`src/ps2m_pkg.sv`:
```
// Shared types and constants for the PS/2 mouse packet decoder.
package ps2m_pkg;

    localparam int COUNTER_WIDTH_DEF = 32;
    localparam int CNT_OUT_W         = 32;
    localparam int NUM_BUTTONS       = 3;

    // Pending event mask: presses in the low bits, motion, then releases.
    localparam int MASK_W      = 2 * NUM_BUTTONS + 1;
    localparam int MOTION_SLOT = NUM_BUTTONS;

    // Bit positions in the first byte of a packet
    localparam int SYNC_BIT  = 3;
    localparam int XSIGN_BIT = 4;
    localparam int YSIGN_BIT = 5;
    localparam int XOVF_BIT  = 6;
    localparam int YOVF_BIT  = 7;

    // Byte position within a packet
    localparam logic [1:0] POS_FIRST  = 2'd0;
    localparam logic [1:0] POS_SECOND = 2'd1;
    localparam logic [1:0] POS_LAST   = 2'd2;

    // Event kinds
    localparam logic [1:0] EV_NONE    = 2'd0;
    localparam logic [1:0] EV_PRESS   = 2'd1;
    localparam logic [1:0] EV_MOTION  = 2'd2;
    localparam logic [1:0] EV_RELEASE = 2'd3;

    typedef struct packed {
        logic [MASK_W-1:0] mask;
        logic signed [8:0] dx;
        logic signed [9:0] dy;
    } t_batch;

    typedef struct packed {
        logic [CNT_OUT_W-1:0] packets;
        logic [CNT_OUT_W-1:0] resyncs;
        logic [CNT_OUT_W-1:0] overflows;
        logic [CNT_OUT_W-1:0] motions;
        logic [CNT_OUT_W-1:0] abs_dx;
        logic [CNT_OUT_W-1:0] abs_dy;
    } t_counts;

endpackage

```
`src/ps2m_decode.sv`:
```
// Packet framing, button/motion decode and statistics counters.
module ps2m_decode #(
    parameter int COUNTER_WIDTH = ps2m_pkg::COUNTER_WIDTH_DEF
) (
    input  logic             i_clk,
    input  logic             i_rst_n,
    input  logic             i_take,
    input  logic [7:0]       i_byte,
    output ps2m_pkg::t_batch o_batch,
    output ps2m_pkg::t_counts o_counts
);
    import ps2m_pkg::*;

    logic [1:0]               r_pos;
    logic [NUM_BUTTONS-1:0]   r_prior;
    logic [7:0]               r_held0;
    logic [7:0]               r_held1;
    logic [COUNTER_WIDTH-1:0] r_packets, r_resyncs, r_overflows;
    logic [COUNTER_WIDTH-1:0] r_motions, r_abs_dx, r_abs_dy;

    logic                   resync;
    logic                   complete;
    logic [NUM_BUTTONS-1:0] buttons;
    logic [NUM_BUTTONS-1:0] changed;
    logic                   x_ovf;
    logic                   y_ovf;
    logic [9:0]             dx_ext;
    logic [9:0]             ay_ext;
    logic [9:0]             dy_val;
    logic [9:0]             abs_dx;
    logic [9:0]             abs_dy;
    logic                   moving;

    always_comb begin
        resync   = (r_pos == POS_FIRST) && !i_byte[SYNC_BIT];
        complete = (r_pos == POS_LAST);
        buttons  = r_held0[NUM_BUTTONS-1:0];
        changed  = buttons ^ r_prior;
        x_ovf    = r_held0[XOVF_BIT];
        y_ovf    = r_held0[YOVF_BIT];

        dx_ext = x_ovf ? 10'd0 : {r_held0[XSIGN_BIT], r_held0[XSIGN_BIT], r_held1};
        ay_ext = {r_held0[YSIGN_BIT], r_held0[YSIGN_BIT], i_byte};
        // dy is flipped so that downward motion is positive
        dy_val = y_ovf ? 10'd0 : (~ay_ext + 10'd1);

        abs_dx = dx_ext[9] ? (~dx_ext + 10'd1) : dx_ext;
        abs_dy = dy_val[9] ? (~dy_val + 10'd1) : dy_val;
        moving = (dx_ext != 10'd0) || (dy_val != 10'd0);

        o_batch.mask = complete ? {changed & ~buttons, moving, changed & buttons}
                                : '0;
        o_batch.dx   = dx_ext[8:0];
        o_batch.dy   = dy_val;

        o_counts.packets   = CNT_OUT_W'(r_packets);
        o_counts.resyncs   = CNT_OUT_W'(r_resyncs);
        o_counts.overflows = CNT_OUT_W'(r_overflows);
        o_counts.motions   = CNT_OUT_W'(r_motions);
        o_counts.abs_dx    = CNT_OUT_W'(r_abs_dx);
        o_counts.abs_dy    = CNT_OUT_W'(r_abs_dy);
    end

    always_ff @(posedge i_clk) begin
        if (!i_rst_n) begin
            r_pos       <= POS_FIRST;
            r_prior     <= '0;
            r_packets   <= '0;
            r_resyncs   <= '0;
            r_overflows <= '0;
            r_motions   <= '0;
            r_abs_dx    <= '0;
            r_abs_dy    <= '0;
        end else if (i_take) begin
            case (r_pos)
                POS_FIRST: begin
                    if (resync) begin
                        r_resyncs <= r_resyncs + COUNTER_WIDTH'(1);
                    end else begin
                        r_pos <= POS_SECOND;
                    end
                end
                POS_SECOND: begin
                    r_pos <= POS_LAST;
                end
                default: begin
                    r_pos       <= POS_FIRST;
                    r_prior     <= buttons;
                    r_packets   <= r_packets + COUNTER_WIDTH'(1);
                    r_overflows <= r_overflows + COUNTER_WIDTH'(x_ovf)
                                               + COUNTER_WIDTH'(y_ovf);
                    if (moving) begin
                        r_motions <= r_motions + COUNTER_WIDTH'(1);
                        r_abs_dx  <= r_abs_dx + COUNTER_WIDTH'(abs_dx);
                        r_abs_dy  <= r_abs_dy + COUNTER_WIDTH'(abs_dy);
                    end
                end
            endcase
        end
    end

    // held bytes are payload: written before any read, no reset
    always_ff @(posedge i_clk) begin
        if (i_take && r_pos == POS_FIRST && !resync) begin
            r_held0 <= i_byte;
        end
        if (i_take && r_pos == POS_SECOND) begin
            r_held1 <= i_byte;
        end
    end

endmodule

```
`src/ps2m_emit.sv`:
```
// Event serialiser: pending event mask and the output register.
module ps2m_emit (
    input  logic              i_clk,
    input  logic              i_rst_n,
    input  logic              i_load,
    input  ps2m_pkg::t_batch  i_batch,
    input  ps2m_pkg::t_counts i_counts,
    input  logic              i_stall,
    output logic              o_can_load,
    output logic              o_valid,
    output logic [1:0]        o_event_kind,
    output logic [1:0]        o_button_index,
    output logic signed [8:0] o_motion_dx,
    output logic signed [9:0] o_motion_dy,
    output logic              o_last_of_run,
    output ps2m_pkg::t_counts o_counts
);
    import ps2m_pkg::*;

    logic [MASK_W-1:0] r_pend;
    logic signed [8:0] r_dx;
    logic signed [9:0] r_dy;
    logic              r_out_valid;
    logic [1:0]        r_kind;
    logic [1:0]        r_button;
    logic signed [8:0] r_out_dx;
    logic signed [9:0] r_out_dy;
    logic              r_last;
    t_counts           r_counts;

    logic [MASK_W-1:0] low_bit;
    logic [2:0]        slot;
    logic              one_left;
    logic              out_free;
    logic              pop;
    logic [1:0]        n_kind;
    logic [1:0]        n_button;

    always_comb begin
        low_bit  = r_pend & (~r_pend + MASK_W'(1));
        one_left = (r_pend & (r_pend - MASK_W'(1))) == '0;
        slot     = '0;
        for (int i = 0; i < MASK_W; i++) begin
            if (low_bit[i]) begin
                slot = 3'(i);
            end
        end
        out_free   = !r_out_valid || !i_stall;
        pop        = out_free && (r_pend != '0);
        o_can_load = (r_pend == '0) || (pop && one_left);

        if (slot < 3'(MOTION_SLOT)) begin
            n_kind   = EV_PRESS;
            n_button = slot[1:0];
        end else if (slot == 3'(MOTION_SLOT)) begin
            n_kind   = EV_MOTION;
            n_button = '0;
        end else begin
            n_kind   = EV_RELEASE;
            n_button = 2'(slot - 3'(MOTION_SLOT + 1));
        end
    end

    always_ff @(posedge i_clk) begin
        if (!i_rst_n) begin
            r_pend      <= '0;
            r_out_valid <= 1'b0;
        end else begin
            if (i_load) begin
                r_pend <= i_batch.mask;
            end else if (pop) begin
                r_pend <= r_pend & ~low_bit;
            end
            if (pop) begin
                r_out_valid <= 1'b1;
            end else if (!i_stall) begin
                r_out_valid <= 1'b0;
            end
        end
    end

    always_ff @(posedge i_clk) begin
        if (i_load) begin
            r_dx <= i_batch.dx;
            r_dy <= i_batch.dy;
        end
        if (pop) begin
            r_kind   <= n_kind;
            r_button <= n_button;
            r_out_dx <= (n_kind == EV_MOTION) ? r_dx : '0;
            r_out_dy <= (n_kind == EV_MOTION) ? r_dy : '0;
            r_last   <= one_left;
            // counters cannot move while events are pending
            r_counts <= i_counts;
        end
    end

    assign o_valid        = r_out_valid;
    assign o_event_kind   = r_kind;
    assign o_button_index = r_button;
    assign o_motion_dx    = r_out_dx;
    assign o_motion_dy    = r_out_dy;
    assign o_last_of_run  = r_last;
    assign o_counts       = r_counts;

endmodule

```
`src/ps2_mouse_packet_decoder.sv`:
```
// Top level of the PS/2 mouse three-byte packet decoder.
//
// Input channel: one auxiliary-port byte per beat on i_data_byte, taken when
// i_valid is high and o_stall is low. Bytes are framed into three-byte
// packets; a first byte without the always-one bit is dropped as a resync.
// Output channel: one event per beat (press, motion, release) with the
// statistics counters as they stand after the causing byte; o_last_of_run
// marks the final event of a byte. Bytes causing no event give no beat.
// A byte waits in the input register, its events in the pending event mask,
// and each event leaves from the output register. Throughput: one byte per
// cycle while no events are pending; other bytes wait in the input register
// while a packet-closing byte's events (at most four) leave the serialiser.
// Reset (synchronous, active low) clears framing, button history, counters
// and all valid flags. When the receiver stalls, the output beat holds, the
// serialiser stops, and o_stall rises while the full input register is blocked.
module ps2_mouse_packet_decoder #(
    parameter int COUNTER_WIDTH = ps2m_pkg::COUNTER_WIDTH_DEF
) (
    input  logic        i_clk,
    input  logic        i_rst_n,
    input  logic        i_valid,
    output logic        o_stall,
    input  logic [7:0]  i_data_byte,
    output logic        o_valid,
    input  logic        i_stall,
    output logic [1:0]  o_event_kind,
    output logic [1:0]  o_button_index,
    output logic signed [8:0] o_motion_dx,
    output logic signed [9:0] o_motion_dy,
    output logic        o_last_of_run,
    output logic [ps2m_pkg::CNT_OUT_W-1:0] o_packets_seen,
    output logic [ps2m_pkg::CNT_OUT_W-1:0] o_resyncs_seen,
    output logic [ps2m_pkg::CNT_OUT_W-1:0] o_overflows_seen,
    output logic [ps2m_pkg::CNT_OUT_W-1:0] o_motions_seen,
    output logic [ps2m_pkg::CNT_OUT_W-1:0] o_abs_dx_total,
    output logic [ps2m_pkg::CNT_OUT_W-1:0] o_abs_dy_total
);
    import ps2m_pkg::*;

    logic       r_in_valid;
    logic [7:0] r_in_byte;
    logic       take;
    logic       in_ready;
    logic       can_load;
    t_batch     batch;
    t_counts    counts;
    t_counts    out_counts;

    assign take     = r_in_valid && can_load;
    assign in_ready = !r_in_valid || take;
    assign o_stall  = !in_ready;

    always_ff @(posedge i_clk) begin
        if (!i_rst_n) begin
            r_in_valid <= 1'b0;
        end else if (in_ready) begin
            r_in_valid <= i_valid;
        end
    end

    always_ff @(posedge i_clk) begin
        if (in_ready && i_valid) begin
            r_in_byte <= i_data_byte;
        end
    end

    ps2m_decode #(
        .COUNTER_WIDTH(COUNTER_WIDTH)
    ) u_decode (
        .i_clk    (i_clk),
        .i_rst_n  (i_rst_n),
        .i_take   (take),
        .i_byte   (r_in_byte),
        .o_batch  (batch),
        .o_counts (counts)
    );

    ps2m_emit u_emit (
        .i_clk          (i_clk),
        .i_rst_n        (i_rst_n),
        .i_load         (take),
        .i_batch        (batch),
        .i_counts       (counts),
        .i_stall        (i_stall),
        .o_can_load     (can_load),
        .o_valid        (o_valid),
        .o_event_kind   (o_event_kind),
        .o_button_index (o_button_index),
        .o_motion_dx    (o_motion_dx),
        .o_motion_dy    (o_motion_dy),
        .o_last_of_run  (o_last_of_run),
        .o_counts       (out_counts)
    );

    assign o_packets_seen   = out_counts.packets;
    assign o_resyncs_seen   = out_counts.resyncs;
    assign o_overflows_seen = out_counts.overflows;
    assign o_motions_seen   = out_counts.motions;
    assign o_abs_dx_total   = out_counts.abs_dx;
    assign o_abs_dy_total   = out_counts.abs_dy;

endmodule

```
`config.mk`:
```
export PLATFORM = sky130hd
export DESIGN_NAME = ps2_mouse_packet_decoder
export DESIGN_NICKNAME = d
export VERILOG_FILES = /design/src/ps2m_pkg.sv /design/src/ps2m_decode.sv /design/src/ps2m_emit.sv /design/src/ps2_mouse_packet_decoder.sv
export SDC_FILE = /design/constraint.sdc
export NUM_CORES = 1
export LEC_CHECK = 0
export ABC_AREA = 0
export ABC_CLOCK_PERIOD_IN_PS = 28900
export BUFFER_PORTS_ARGS = -buffer_cell sky130_fd_sc_hd__buf_4
export CORE_UTILIZATION = 30
export DETAILED_ROUTE_END_ITERATION = 7
export SLEW_MARGIN = 20
export SYNTH_ARGS = -nofsm -noshare
export SYNTH_HDL_FRONTEND = slang
export SYNTH_SLANG_ARGS = --single-unit
```
`constraint.sdc`:
```
create_clock -name i_clk -period 28.9 [get_ports i_clk]
set_clock_uncertainty 0.2 [all_clocks]
set_input_delay 1.445 -clock i_clk [delete_from_list [all_inputs] [get_ports i_clk]]
set_output_delay 1.445 -clock i_clk [all_outputs]
set_load 0.02 [all_outputs]
```
==> run summary <==
## Run status
* run status: finished, final reports clean

## STA
* accumulated negative setup slack: 0 ns
* unrepaired setup endpoints after global routing: no
* Max Transition Viols Final: 0
* maximum clock frequency: 212 MHz
* Setup-failing EPs final: 0
* number of hold violations in the final report: 0
* Final Cycle Share: 16.3%
* minimum clock period: 4.72 ns
* actual slew at the worst max-slew pin: 1.08 ns
* worst relative slew slack: 27.8%

## Worst hold path
* worst min path class: flop to flop

## Yosys
* count of yosys warnings during synthesis: 0
* count of flip-flops with a built-in enable after synthesis: 258
* top post-synthesis cells by area: sky130_fd_sc_hd__edfxtp_1 (41%), sky130_fd_sc_hd__dfxtp_1 (22%), sky130_fd_sc_hd__nor2_1 (3.2%)
* share of synthesized area occupied by flip-flops and latches: 62.9%
* unique cell type count in the Yosys netlist: 72
* mapped cell area: 18900 um2
* Synth Area per Inst: 11.5 um2
* dominant synthesized flop cell: sky130_fd_sc_hd__edfxtp_1
* register bit count reported by yosys: 464
* async set or reset register ratio after synthesis: 0%
* Cells after Synth: 1641
* area share of the largest cell type after synthesis: 41.0%
* cell accounting for the most synthesized area: sky130_fd_sc_hd__edfxtp_1

## Setup path
* FF-to-FF Start: r_in_byte[0]$_DFFE_PP_
* class of the most critical setup path: flop to flop
* Reg2Reg Setup Slack: 24.18 ns
* Setup crit end kind: flop
* startpoint class of the critical path: flop
* endpoint arrival time on the critical path: 5.04 ns
* critical path peak fanout: 24
* required time of the worst setup path: 29.22 ns
* r2r worst-path depth: 15
* r2r endpoint: u_decode.r_abs_dy[29]$_SDFFE_PN0P_
* Critical Path Start: r_in_byte[0]$_DFFE_PP_
* Worst Setup EP: u_decode.r_abs_dy[29]$_SDFFE_PN0P_

## Power and ir drop
* Total Power: 1.39 mW
* Gate power share: 2.5%
* fraction of power consumed by sequential logic: 50.5%
* share of total power in the clock network: 47.0%
* switching part of the total power: 21.7%
* worst voltage drop across the vdd grid: 0.0000414 V
* power per cell area: 60.0 nW/um2
* leakage component of the power: 7.87 nW
* internal portion of total power: 1.09 mW
* reported net switching power: 302 uW

## Clocking
* TritonCTS Buffers: 52
* Skew-Pair Late Insertion Delay: 0.60 ns
* number of buffers on the longest clock path: 3
* hold_buf cts: 0
* clock-pin slew on the worst setup and hold paths: 0.06 ns
* level count of the clock H-tree: 2
* clock tree sinks: 464
* root buf cell: sky130_fd_sc_hd__clkbuf_16
* count of instances resized after the clock tree is built: 0
* post-CTS setup-driven buffer insertion count: 0
* clock tree from TritonCTS: built

## Floorplanning
* die area: 64000 um2
* initial core utilization: 30.5%
* Die Height: 253 um
* Chip Width: 253 um
* number of cell rows: 91
* Boundary Pins: 230
* Std-Cell Core Area: 61900 um2

## Finish
* area of the multi-input gates: 6570 um2
* FF+latch area: 11900 um2
* most frequent standard cell in the layout excluding fill and tap cells: sky130_fd_sc_hd__edfxtp_1
* most used cells in the layout excluding fill and tap cells: sky130_fd_sc_hd__edfxtp_1 (258), sky130_fd_sc_hd__buf_4 (237), sky130_fd_sc_hd__dfxtp_1 (206), sky130_fd_sc_hd__nor2_1 (160), sky130_fd_sc_hd__nand2_1 (134)
* # diodes: 0
* filler instances: 6070
* net count reported at finish: 1906
* area grow syn2layout: 22.6%
* share of layout cells above drive strength 1: 19.0%

## GRT
* first-pass GRT wire length: 70700 um
* initial antenna violation count: 0
* overall track demand over capacity in global routing: 14.0%
* total grt overflow: 0
* number of global-route vias before repair: 12.6k
* pin count of the biggest net entering global routing: 98

## Route
* final wirelength: 45800 um
* drt pass-1 iters: 5
* Antenna Nets Post-Route: 0
* Post-route DRC: 0
* iteration-0 DRC count of the detailed router: 690
* overall via count from detail_route: 13.3k
* routed wirelength normalized by instance count: 16.7 um
* detail-routed via count per cell: 4.84

## Placed design
* detailed placer's ending HPWL: 31200 um
* PortBufs: 229
* final weighted congestion in routability-driven placement: 0.817

## Job
* # Max-Cap Violations: 0

==> kinds of logic after synthesis <==
group | share of synthesized area (%)
and+or+nand+nor | 17.0
buffers and inverters | 2.63
other | 0.0199
xor gates and xnor gates | 5.23
AOI/OAI and AO/OA | 9.23
DFF | 62.9
adders and majority gates | 2.11
muxes | 0.954
==> critical path, cell delays in order (launching register included) <==
cell	delay (ns)
sky130_fd_sc_hd__edfxtp_1	0.51
sky130_fd_sc_hd__inv_1	0.11
sky130_fd_sc_hd__ha_1	0.20
sky130_fd_sc_hd__nor4b_2	0.30
sky130_fd_sc_hd__o21ai_0	0.14
sky130_fd_sc_hd__a2111oi_1	0.74
sky130_fd_sc_hd__o31ai_4	0.14
sky130_fd_sc_hd__buf_4	0.28
sky130_fd_sc_hd__nand2_1	0.13
sky130_fd_sc_hd__xnor2_1	0.07
sky130_fd_sc_hd__ha_1	0.36
sky130_fd_sc_hd__and3_1	0.16
sky130_fd_sc_hd__a22o_1	0.18
sky130_fd_sc_hd__o2111ai_2	0.45
sky130_fd_sc_hd__or3_1	0.51
sky130_fd_sc_hd__a21oi_1	0.14
==> registers in the layout (all words and copies together), names as in the netlist <==
name / cells
u_emit.o_counts: 192
r_in_byte: 8
u_emit.o_motion_dy: 10
u_decode.r_prior: 3
u_decode.r_pos: 2
u_emit.o_valid: 1
r_in_valid: 1
u_decode.r_resyncs: 32
u_decode.r_held1: 8
u_decode.r_abs_dx: 32
u_emit.r_pend: 7
u_decode.r_overflows: 32
u_emit.o_motion_dx: 9
u_emit.o_event_kind: 2
u_emit.o_last_of_run: 1
u_decode.r_packets: 32
u_decode.r_abs_dy: 32
u_decode.r_held0: 7
u_emit.o_button_index: 2
u_emit.r_dy: 10
u_decode.r_motions: 32
u_emit.r_dx: 9
==> cells in the mapped netlist (all sizes together) (3+ instances only) <==
cell / instances
edfxtp: 258
dfxtp: 206
nor2: 160
nand2: 135
a21oi: 104
o21ai: 71
or3: 63
xor2: 62
nand3: 55
and3: 54
clkbuf: 51
xnor2: 50
inv: 46
nand4: 41
ha: 27
nor3: 26
nand2b: 25
buf: 19
o2111ai: 19
mux2i: 18
nor2b: 18
a211oi: 13
nor4: 13
and2: 12
o31ai: 11
and4: 10
or4: 8
o211ai: 7
a21o: 6
o41ai: 6
nand3b: 5
o21a: 4
o311ai: 4
a2111oi: 3
a31o: 3
fa: 3
nor4b: 3
o21bai: 3
==> final cells by class <==
| class | count | area share [%] |
|---|---|---|
| Sequential cell | 464 | 51.3 |
| Multi-Input combinational cell | 1062 | 28.4 |
| Timing Repair Buffer | 238 | 7.73 |
| Clock buffer | 67 | 5.99 |
| Tap cell | 837 | 4.52 |
| Clock inverter | 31 | 1.33 |
| Inverter | 46 | 0.767 |
==> metal layers <==
metal,GRT usage [%],share of wire (%),up-vias,wire length (um)
li1,-,-,6420,-
met1,18.4,46,6468,20900
met2,23.0,47,331,21400
met3,3.21,5.7,68,2590
met4,3.98,2.1,0,955
met5,0,0,-,0
==> power groups by stage <==
stage,combinational [mW],sequential [mW],clock [mW]
floorplan,0.0192,0.719,0
global placement,0.0342,0.716,0
detailed placement,0.0350,0.716,0
CTS,0.0351,0.702,0.674
global route,0.0378,0.702,0.698
finish,0.0346,0.702,0.652
==> per-stage QoR <==
stage	cells	setup slack (ns)	utilization [%]	hold WS, ns	cell area (um2)
5_1_grt	2745	23.83	37.4	0.271	23200
3_5_place_dp	2647	24.06	34.6	0.237	21500
3_3_place_gp	2647	24.18	34.6	0.234	21500
2_1_floorplan	1642	15.41	-	0.208	18900
4_1_cts	2745	24.15	37.4	0.257	23100
6_report	2745	24.18	37.4	0.244	23200
==> worst min path at each step <==
stage,from,to,slack [ns],cells after the start
after floorplan,u_decode.r_overflows[13]$_SDFFE_PN0P_,u_emit.o_counts[109]$_DFFE_PP_,0.21,0
after global placement,u_decode.r_packets[31]$_SDFFE_PN0P_,u_emit.o_counts[191]$_DFFE_PP_,0.23,0
after detailed placement,u_decode.r_motions[31]$_SDFFE_PN0P_,u_emit.o_counts[95]$_DFFE_PP_,0.24,0
after CTS,u_decode.r_packets[31]$_SDFFE_PN0P_,u_emit.o_counts[191]$_DFFE_PP_,0.26,0
after global routing,u_decode.r_overflows[13]$_SDFFE_PN0P_,u_emit.o_counts[109]$_DFFE_PP_,0.27,0
final,u_decode.r_overflows[13]$_SDFFE_PN0P_,u_emit.o_counts[109]$_DFFE_PP_,0.24,0
Power figures use the tool's default switching activity.
